`config.mk`:
```
export PLATFORM = sky130hd
export DESIGN_NAME = rle16_run_encoder_unit
export DESIGN_NICKNAME = d
export VERILOG_FILES = /design/src/hdl/rle16_pkg.sv /design/src/hdl/rle16_front.sv /design/src/hdl/rle16_queue.sv /design/src/hdl/rle16_back.sv /design/src/hdl/rle16_run_encoder_unit.sv
export SDC_FILE = /design/constraint.sdc
export NUM_CORES = 1
export LEC_CHECK = 0
export ABC_AREA = 1
export BUFFER_PORTS_ARGS = -buffer_cell sky130_fd_sc_hd__buf_2
export CELL_PAD_IN_SITES_DETAIL_PLACEMENT = 1
export CELL_PAD_IN_SITES_GLOBAL_PLACEMENT = 1
export CORE_MARGIN = 2
export CORE_UTILIZATION = 50
export CTS_CLUSTER_DIAMETER = 100
export DETAILED_ROUTE_END_ITERATION = 8
export PLACE_DENSITY = 0.85
export SLEW_MARGIN = 10
export SYNTH_ARGS = -nofsm -noshare
export SYNTH_HDL_FRONTEND = slang
export SYNTH_SLANG_ARGS = --single-unit
```
`constraint.sdc`:
```
create_clock -name clk_i -period 6.95 [get_ports clk_i]
set_clock_uncertainty 0.2 [all_clocks]
set_input_delay 1.39 -clock clk_i [delete_from_list [all_inputs] [get_ports clk_i]]
set_output_delay 1.39 -clock clk_i [all_outputs]
set_load 0.05 [all_outputs]
```
`src/hdl/rle16_pkg.sv`:
```
// Package: beat types, queue entry type and constants of the run-length encoder.
`timescale 1ns / 1ps
`default_nettype none
package rle16_pkg;

  localparam int unsigned IdWidth    = 16;
  localparam int unsigned LenWidth   = 16;
  localparam logic [LenWidth-1:0] RunMax = 16'hFFFF;

  localparam int unsigned QueueDepth = 4;
  localparam int unsigned PtrWidth   = $clog2(QueueDepth);
  localparam int unsigned CntWidth   = $clog2(QueueDepth + 1);

  typedef struct packed {
    logic [IdWidth-1:0] tile_id;
    logic               last_in;
  } rle16_in_t;

  typedef struct packed {
    logic [LenWidth-1:0] run_length;
    logic [IdWidth-1:0]  run_value;
    logic                last_out;
  } rle16_out_t;

  // Work for the back end: a closed run, a final run, or both.
  typedef struct packed {
    logic                has_close;
    logic [LenWidth-1:0] close_len;
    logic [IdWidth-1:0]  close_val;
    logic                has_final;
    logic [LenWidth-1:0] final_len;
    logic [IdWidth-1:0]  final_val;
  } rle16_entry_t;

endpackage
`default_nettype wire

```
`src/hdl/rle16_front.sv`:
```
// Front end: tracks the open run and classifies each id into queue work.
`timescale 1ns / 1ps
`default_nettype none
module rle16_front (
  input  wire logic                   clk_i,
  input  wire logic                   rst_ni,
  input  wire logic                   in_valid_i,
  input  wire rle16_pkg::rle16_in_t   in_data_i,
  input  wire logic                   queue_full_i,
  output logic                        in_stall_o,
  output logic                        push_o,
  output rle16_pkg::rle16_entry_t     push_entry_o
);
  import rle16_pkg::*;

  logic [IdWidth-1:0]  value_q, value_d;
  logic [LenWidth-1:0] count_q, count_d;
  logic                open_q, open_d;
  logic                accept;
  logic                extend;
  logic [IdWidth-1:0]  run_val;
  logic [LenWidth-1:0] run_len;

  assign in_stall_o = queue_full_i;
  assign accept     = in_valid_i && !queue_full_i;

  // Same id on an open run that still has room: just count it.
  assign extend  = open_q && (in_data_i.tile_id == value_q) && (count_q != RunMax);
  assign run_val = extend ? value_q : in_data_i.tile_id;
  assign run_len = extend ? count_q + 1'b1 : LenWidth'(1);

  always_comb begin
    push_entry_o.has_close = open_q && !extend;
    push_entry_o.close_len = count_q;
    push_entry_o.close_val = value_q;
    push_entry_o.has_final = in_data_i.last_in;
    push_entry_o.final_len = run_len;
    push_entry_o.final_val = run_val;
    push_o = accept && ((open_q && !extend) || in_data_i.last_in);

    value_d = value_q;
    count_d = count_q;
    open_d  = open_q;
    if (accept) begin
      if (in_data_i.last_in) begin
        value_d = '0;
        count_d = '0;
        open_d  = 1'b0;
      end else begin
        value_d = run_val;
        count_d = run_len;
        open_d  = 1'b1;
      end
    end
  end

  always_ff @(posedge clk_i or negedge rst_ni) begin
    if (!rst_ni) begin
      value_q <= '0;
      count_q <= '0;
      open_q  <= 1'b0;
    end else begin
      value_q <= value_d;
      count_q <= count_d;
      open_q  <= open_d;
    end
  end

endmodule
`default_nettype wire

```
`src/hdl/rle16_queue.sv`:
```
// Short queue of run work between the front end and the back end.
`timescale 1ns / 1ps
`default_nettype none
module rle16_queue (
  input  wire logic                    clk_i,
  input  wire logic                    rst_ni,
  input  wire logic                    push_i,
  input  wire rle16_pkg::rle16_entry_t push_entry_i,
  input  wire logic                    pop_i,
  output rle16_pkg::rle16_entry_t      head_o,
  output logic                         not_empty_o,
  output logic                         full_o
);
  import rle16_pkg::*;

  rle16_entry_t        entries_q [QueueDepth];
  logic [PtrWidth-1:0] wr_ptr_q, wr_ptr_d;
  logic [PtrWidth-1:0] rd_ptr_q, rd_ptr_d;
  logic [CntWidth-1:0] cnt_q, cnt_d;
  logic                do_push, do_pop;

  assign full_o      = (cnt_q == CntWidth'(QueueDepth));
  assign not_empty_o = (cnt_q != '0);
  assign head_o      = entries_q[rd_ptr_q];
  assign do_push     = push_i && !full_o;
  assign do_pop      = pop_i && not_empty_o;

  always_comb begin
    wr_ptr_d = wr_ptr_q;
    rd_ptr_d = rd_ptr_q;
    cnt_d    = cnt_q;
    if (do_push) begin
      wr_ptr_d = wr_ptr_q + 1'b1;
    end
    if (do_pop) begin
      rd_ptr_d = rd_ptr_q + 1'b1;
    end
    if (do_push && !do_pop) begin
      cnt_d = cnt_q + 1'b1;
    end else if (do_pop && !do_push) begin
      cnt_d = cnt_q - 1'b1;
    end
  end

  always_ff @(posedge clk_i or negedge rst_ni) begin
    if (!rst_ni) begin
      wr_ptr_q <= '0;
      rd_ptr_q <= '0;
      cnt_q    <= '0;
    end else begin
      wr_ptr_q <= wr_ptr_d;
      rd_ptr_q <= rd_ptr_d;
      cnt_q    <= cnt_d;
    end
  end

  always_ff @(posedge clk_i) begin
    if (do_push) begin
      entries_q[wr_ptr_q] <= push_entry_i;
    end
  end

endmodule
`default_nettype wire

```
`src/hdl/rle16_back.sv`:
```
// Back end: turns queue work into run records, one beat per cycle while the output is not stalled.
`timescale 1ns / 1ps
`default_nettype none
module rle16_back (
  input  wire logic                    clk_i,
  input  wire logic                    rst_ni,
  input  wire rle16_pkg::rle16_entry_t head_i,
  input  wire logic                    head_valid_i,
  output logic                         pop_o,
  output logic                         out_valid_o,
  input  wire logic                    out_stall_i,
  output rle16_pkg::rle16_out_t        out_data_o
);
  import rle16_pkg::*;

  logic       out_valid_q, out_valid_d;
  rle16_out_t out_data_q, out_data_d;
  logic       second_q, second_d;
  logic       load;

  // The output register may refill when empty or when its beat is taken.
  assign load = !out_valid_q || !out_stall_i;

  always_comb begin
    out_valid_d = out_valid_q;
    out_data_d  = out_data_q;
    second_d    = second_q;
    pop_o       = 1'b0;
    if (load) begin
      out_valid_d = head_valid_i;
      if (head_valid_i) begin
        if (!second_q && head_i.has_close) begin
          out_data_d.run_length = head_i.close_len;
          out_data_d.run_value  = head_i.close_val;
          out_data_d.last_out   = 1'b0;
          // Hold the entry when its final run still has to go out.
          pop_o    = !head_i.has_final;
          second_d = head_i.has_final;
        end else begin
          out_data_d.run_length = head_i.final_len;
          out_data_d.run_value  = head_i.final_val;
          out_data_d.last_out   = 1'b1;
          pop_o    = 1'b1;
          second_d = 1'b0;
        end
      end
    end
  end

  always_ff @(posedge clk_i or negedge rst_ni) begin
    if (!rst_ni) begin
      out_valid_q <= 1'b0;
      second_q    <= 1'b0;
    end else begin
      out_valid_q <= out_valid_d;
      second_q    <= second_d;
    end
  end

  always_ff @(posedge clk_i) begin
    out_data_q <= out_data_d;
  end

  assign out_valid_o = out_valid_q;
  assign out_data_o  = out_data_q;

endmodule
`default_nettype wire

```
`src/hdl/rle16_run_encoder_unit.sv`:
```
// Top level of the streaming 16-bit run-length encoder.
`timescale 1ns / 1ps
`default_nettype none
// Run-length encoder over a stream of 16-bit tile ids, one id per input beat,
// with last_in on the final id. Each output beat is one record (run_length,
// run_value, last_out); a run is closed when a different id arrives or when it
// already holds 65535 ids, and the final id also emits the open run flagged
// last_out. The front end takes one id per cycle while the queue is not full
// and updates the open run in that cycle; its work goes through a four-entry
// queue to the back end, which drives one record per cycle from a registered
// output while out_stall_i is low. An id that closes a run and ends the stream
// yields two records; the queue absorbs that, and in_stall_o rises only while
// the queue is full. A record passes through a queue entry and then the output
// register after the id that caused it is taken.
module rle16_run_encoder_unit (
  input  wire logic                  clk_i,
  input  wire logic                  rst_ni,
  input  wire logic                  in_valid_i,
  output logic                       in_stall_o,
  input  wire rle16_pkg::rle16_in_t  in_data_i,
  output logic                       out_valid_o,
  input  wire logic                  out_stall_i,
  output rle16_pkg::rle16_out_t      out_data_o
);
  import rle16_pkg::*;

  logic         push;
  rle16_entry_t push_entry;
  logic         pop;
  rle16_entry_t head;
  logic         head_valid;
  logic         queue_full;

  rle16_front u_front (
    .clk_i        (clk_i),
    .rst_ni       (rst_ni),
    .in_valid_i   (in_valid_i),
    .in_data_i    (in_data_i),
    .queue_full_i (queue_full),
    .in_stall_o   (in_stall_o),
    .push_o       (push),
    .push_entry_o (push_entry)
  );

  rle16_queue u_queue (
    .clk_i        (clk_i),
    .rst_ni       (rst_ni),
    .push_i       (push),
    .push_entry_i (push_entry),
    .pop_i        (pop),
    .head_o       (head),
    .not_empty_o  (head_valid),
    .full_o       (queue_full)
  );

  rle16_back u_back (
    .clk_i        (clk_i),
    .rst_ni       (rst_ni),
    .head_i       (head),
    .head_valid_i (head_valid),
    .pop_o        (pop),
    .out_valid_o  (out_valid_o),
    .out_stall_i  (out_stall_i),
    .out_data_o   (out_data_o)
  );

endmodule
`default_nettype wire
```
==> results.cfg, run 1 <==
[place]
dp_cells = 1553
portBuffers = 55
place_ws_ps = 2343
dp_hpwl_um = 19800
routabilityCongestion = 0.8145

[cts]
path_clk_slew_ps = 70
tritoncts = done
cts_max_level = 2
clk_latency_ps = 530
holdBufCountCts = 0
clock_sinks = 339
post_cts_buffers = 0
clock_tree.buffer_depth = 3
ctsResizeCount = 0
root_buffer = clkbuf_16
cts_buffers = 35

[die]
ios = 56
die_h_um = 170.8
rows = 61
fp.coreArea_mm2 = 0.02755
dieArea_mm2 = 0.02916
start_util = 0.5047
die-width_um = 170.8

[power_and_ir_drop]
swShare = 0.3783
seq_power_share = 0.417
p_sw_w = 0.002663
p_per_area_mw_per_mm2 = 451.0
power.share.combinational = 0.318
pwr-share-clk = 0.265
power_w = 0.007041
internal_power_w = 0.004377
p_leak_nw = 5.712
ir_drop_v = 0.0002544

[detailed_routing]
drt_iter0_markers = 697
routed_via_density = 5.807
drt_wl_total_um = 35810
firstDrtPassIters = 5
wl_per_cell_um = 22.15
drc = 0
via_count = 9390
antenna_left = 0

[synth]
synth.distinct_cells = 37
yosysWarnings = 0
syn_nets = 1208
ys_seq_elements = 339
synth_cells = 1180
synth-main-ff-cell = edfxtp_1
synth_edf_count = 297
avgSynthCellArea_um2 = 11.78
synth_area_mm2 = 0.01390
async_flop_share = 0.1239
ys_seq_area_frac = 0.7170

[finish]
fill_cells = 2791
num_antenna_cells = 0
seqCellArea_mm2 = 0.009975
fin_nets = 1240
final_common_cell = edfxtp_1
final_cell_mix = 297 x edfxtp_1, 271 x nor2_1, 143 x o21ai_0, 117 x nand2_1, 66 x inv_1
fin_cells = 1617
finish.utilization = 0.5666
area_growth_pct = 12.27
multiInputGateArea_mm2 = 0.003381
drive_gt1_frac = 0.1275

[grt]
overflow = 0
grt_max_degree = 114
antenna_found_initial = 0
grtUsageTotal = 0.2522
grt_pass1_vias = 10209
grt_pass1_wl_um = 56060

[worst_hold_path]
whs_endpoint = u_back.out_valid_o$_DFFE_PN0N_
hold_class = register to register
worstHoldPathCells = 2
hp-start = u_queue.cnt_q[2]$_DFFE_PN0P_

[critical_path]
path_cells = ha_1 -> nand2_2 -> nor3_4 -> nand3_1 -> nor2_1 -> o21bai_1 -> nand2_1 -> nand2_2 -> nor2_4 -> buf_4
worstSetupPathType = register to register
r2r-start = u_front.count_q[0]$_DFFE_PN0P_
crit_path_end_kind = register
cp.required_ps = 6890
worstRegToRegCells = 10
crit_fanout = 40
critPathLaunchType = register
crit_buf_inv = 1
worstPathArrival_ps = 4190
cp_common_cell = nand2_2
r2r_slack_ps = 2700
critical-path-max-stage-delay_ps = 780
timing.rr.end = u_queue.entries_q[1][15]$_DFFE_PP_
cp_top_family = simple AND/OR/NAND/NOR gates
slowest_stage = nor2_4

[timing]
final.setup.worst_slack_ps = 2697
drv_slew = 0
rsz0062_at_grt = no
slew_headroom = 0.1874
hold_viol_final = 0
tns_ps = 0
min_period_over_period = 0.6119
timing.fmax_mhz = 235.1
finalSetupViolations = 0
tightestPinTransition_ps = 1219
fin_crit_ps = 4253

[flow_run]
maxCapViolations = 0

[run_status]
status = finished, final reports clean
==> state kept, by name (all words and copies together), names as in the netlist <==
signal and flops:
u_queue.entries_q 264, u_front.open_q 1, u_queue.wr_ptr_q 2, u_queue.rd_ptr_q 2
u_back.second_q 1, u_front.count_q 16, u_back.out_data_o 33, u_queue.cnt_q 3
u_front.value_q 16, u_back.out_valid_o 1
==> worst min-delay path, stage by stage (launching register included) <==
cell and delay, ps:
dfrtp_1 340, nor3_1 80, nand2_1 60
==> worst max-delay path by stage <==
| stage | end | slack (ps) | startpoint | cells past startpoint |
|---|---|---|---|---|
| floorplan | u_queue.entries_q[0][0]$_DFFE_PP_ | 1470 | in_data_i[5] | 11 |
| global placement | u_queue.entries_q[1][20]$_DFFE_PP_ | 2440 | in_valid_i | 6 |
| detailed placement | u_queue.entries_q[1][9]$_DFFE_PP_ | 2340 | in_valid_i | 6 |
| CTS | u_queue.entries_q[1][41]$_DFFE_PP_ | 2750 | u_front.count_q[0]$_DFFE_PN0P_ | 10 |
| global route | u_queue.entries_q[1][10]$_DFFE_PP_ | 2470 | u_front.count_q[0]$_DFFE_PN0P_ | 10 |
| finish | u_queue.entries_q[1][15]$_DFFE_PP_ | 2700 | u_front.count_q[0]$_DFFE_PN0P_ | 10 |
==> power groups by stage <==
stage | logic (W) | clock network (W) | registers (W)
floorplan | 0.00125 | 0 | 0.00327
global placement | 0.00210 | 0 | 0.00294
detailed placement | 0.00222 | 0 | 0.00297
CTS | 0.00226 | 0.00189 | 0.00294
global route | 0.00245 | 0.00196 | 0.00298
finish | 0.00224 | 0.00187 | 0.00294
==> cells by family (layout without fill, tap and decap cells) <==
group | Yosys count | in the layout | synth area share
AOI/OAI and AO/OA | 230 | 230 | 0.09079
xor gates and xnor gates | 8 | 8 | 0.005039
adders and majority gates | 7 | 7 | 0.006839
buffers and inverters | 144 | 203 | 0.04283
DFF | 339 | 339 | 0.7170
muxes | 1 | 1 | 0.0008098
and+or+nand+nor | 451 | 451 | 0.1367
==> final cells by class <==
| class | count | area share |
|---|---|---|
| Multi-Input combinational cell | 697 | 0.2166 |
| Inverter | 71 | 0.01715 |
| Clock inverter | 17 | 0.01146 |
| Clock buffer | 47 | 0.06164 |
| Sequential cell | 339 | 0.6390 |
| Timing Repair Buffer | 68 | 0.02389 |
| Tap cell | 378 | 0.03030 |
==> through the flow <==
stage | hold slack (ps) | cell area [um^2]
CTS | 321.6 | 15610
floorplan | 245.9 | 13900
finish | 311.5 | 15610
global placement | 296.0 | 14470
detailed placement | 316.2 | 14470
global route | 378.5 | 15610
==> cells in the mapped netlist, types with 2 or more instances <==
cell type  instances  area share
a31oi_1           32       0.014
nor2_4             3      0.0024
o21ai_0          143       0.051
nor3_2             2      0.0014
buf_4              5      0.0027
inv_1             68       0.018
nor2_2             4      0.0018
nand3b_1           6      0.0032
clkbuf_1          42       0.011
edfxtp_1         297        0.64
xor2_1             7      0.0044
nand2_2            5      0.0022
nand4_1           12      0.0054
nor3_1             8      0.0029
a21oi_1            3      0.0011
o21ai_2            2      0.0013
buf_1              2     0.00054
dfrtp_1           42       0.076
buf_2             23      0.0083
or2_2              2     0.00090
nor2_1           275       0.074
inv_2              3     0.00081
ha_1               6      0.0054
nand2_1          117       0.032
nor3_4             2      0.0023
nand3_1            8      0.0029
o22ai_1           49       0.022
nand3_2            3      0.0022
==> routing by layer <==
metal,wire length (um),track usage
met3,1818,0.04187
met5,0,0
met4,1023,0.1104
met1,14670,0.3173
met2,18300,0.4321
No activity file was read; power rests on OpenSTA's default activity.
==> run 2, diff against run 1 <==
Settings changed: CORE_UTILIZATION 50 to 45, PLACE_DENSITY 0.85 to 0.81.
Clock period 6.95 ns to 3.6 ns, I/O delays scaled along.
==> results.cfg, run 2 (same netlist as run 1, synthesis figures left out) <==
[detailed_routing]
antenna_left = 0
routed_via_density = 5.568
drc = 0
drt_wl_total_um = 34280
via_count = 9188
wl_per_cell_um = 20.77
firstDrtPassIters = 5
drt_iter0_markers = 785

[finish]
final_cell_mix = 297 x edfxtp_1, 271 x nor2_1, 143 x o21ai_0, 117 x nand2_1, 66 x inv_1
largest_register_ffs = 264
area_growth_pct = 13.95
final_area_mm2 = 0.01584
final_common_cell = edfxtp_1
regMostFlops = u_queue.entries_q
fin_cells = 1650
drive_gt1_frac = 0.1372
num_antenna_cells = 0
fin_nets = 1256

[grt]
grt_max_degree = 71
antenna_found_initial = 0
grt_pass1_vias = 10072
grtUsageTotal = 0.2155
grt_pass1_wl_um = 55170
overflow = 0

[critical_path]
critical-path-max-stage-delay_ps = 520
crit_fanout = 9
cp_top_family = simple AND/OR/NAND/NOR gates
cp.required_ps = 3780
worstSetupPathType = register to register
critPathLaunchType = register
path_cells = ha_1 -> nand2_2 -> nor3_4 -> nand3_1 -> nor2_1 -> o21bai_1 -> nand2_1 -> nand2_2 -> inv_1 -> ha_1 -> inv_1 -> fa_1 -> a21oi_1 -> o21ai_0 -> xor2_1
crit_path_end_kind = register
slowest_stage = dfrtp_1
worstPathArrival_ps = 3420
crit_buf_inv = 2

[place]
dp_hpwl_um = 20440
placed_area_mm2 = 0.01470
portBuffers = 55
place_ws_ps = 244.5
dp_cells = 1586
routabilityCongestion = 0.8019

[cts]
cts_buffers = 36
holdBufCountCts = 0
ctsResizeCount = 0
clk_latency_ps = 510
root_buffer = clkbuf_16
cts_max_level = 2
path_clk_slew_ps = 60
clock_tree.buffer_depth = 3
clock_sinks = 339
post_cts_buffers = 0
tritoncts = done

[timing]
whs_ps = 97.89
timing.fmax_mhz = 308.0
fin_crit_ps = 3247
tns_ps = 0
finalSetupViolations = 0
rsz0062_at_grt = no
slew_headroom = 0.4600
tightestPinTransition_ps = 810.0
final.setup.worst_slack_ps = 353.4
hold_viol_final = 0
drv_slew = 0
min_period_over_period = 0.9018

[die]
die_h_um = 179.8
die-width_um = 179.8
ios = 56
start_util = 0.4557
fp.coreArea_mm2 = 0.03051
dieArea_mm2 = 0.03232
rows = 64

[power_and_ir_drop]
ir_drop_v = 0.0004586
p_per_area_mw_per_mm2 = 861.1
p_leak_nw = 5.808

[flow_run]
maxCapViolations = 0

[worst_hold_path]
hold_class = input pin to async pin

[run_status]
status = finished, final reports clean
## run 2: power breakdown
| part | leakage (nW) | internal (W) | switching (W) |
|---|---|---|---|
| combinational | 1.92 | 0.00118 | 0.00320 |
| clock | 0.560 | 0.00215 | 0.00147 |
| sequential | 3.33 | 0.00527 | 0.000373 |
| total | 5.81 | 0.00860 | 0.00505 |
## run 2: cell type report
| cell class | instances | area, um^2 |
|---|---|---|
| Clock buffer | 50 | 994.7 |
| Clock inverter | 14 | 145.1 |
| Fill cell | 3158 | 14670 |
| Inverter | 71 | 267.8 |
| Multi-Input combinational cell | 697 | 3381 |
| Sequential cell | 339 | 9975 |
| Tap cell | 396 | 495.5 |
| Timing Repair Buffer | 83 | 585.6 |
## run 2: worst paths after layout
check,startpoint,to,slack (ps),depth (start not counted)
worst min-delay path,rst_ni,u_queue.wr_ptr_q[0]$_DFFE_PN0P_,100,1
worst min register to register,u_queue.cnt_q[2]$_DFFE_PN0P_,u_back.out_valid_o$_DFFE_PN0N_,330,2
min in group clk_i,in_data_i[9],u_queue.entries_q[1][8]$_DFFE_PP_,260,1
max in group asynchronous,rst_ni,u_front.count_q[0]$_DFFE_PN0P_,2350,2
worst max register to register,u_front.count_q[0]$_DFFE_PN0P_,u_queue.cnt_q[2]$_DFFE_PN0P_,350,15
worst max-delay path,u_front.count_q[0]$_DFFE_PN0P_,u_queue.cnt_q[2]$_DFFE_PN0P_,350,15
## run 2: routing by layer
layer	up-vias	wire, um	track usage
met1	4691	14740	0.2829
met3	64	1431	0.02836
met2	221	17360	0.3761
li1	4212	-	-
met4	0	748	0.06244
met5	-	0	0
## run 2: through the flow
stage / utilization / total power (W)
global placement: 0.4820 / 0.009876
detailed placement: 0.4820 / 0.01012
global route: 0.5193 / 0.01441
CTS: 0.5193 / 0.01376
finish: 0.5193 / 0.01364
floorplan: - / 0.008708
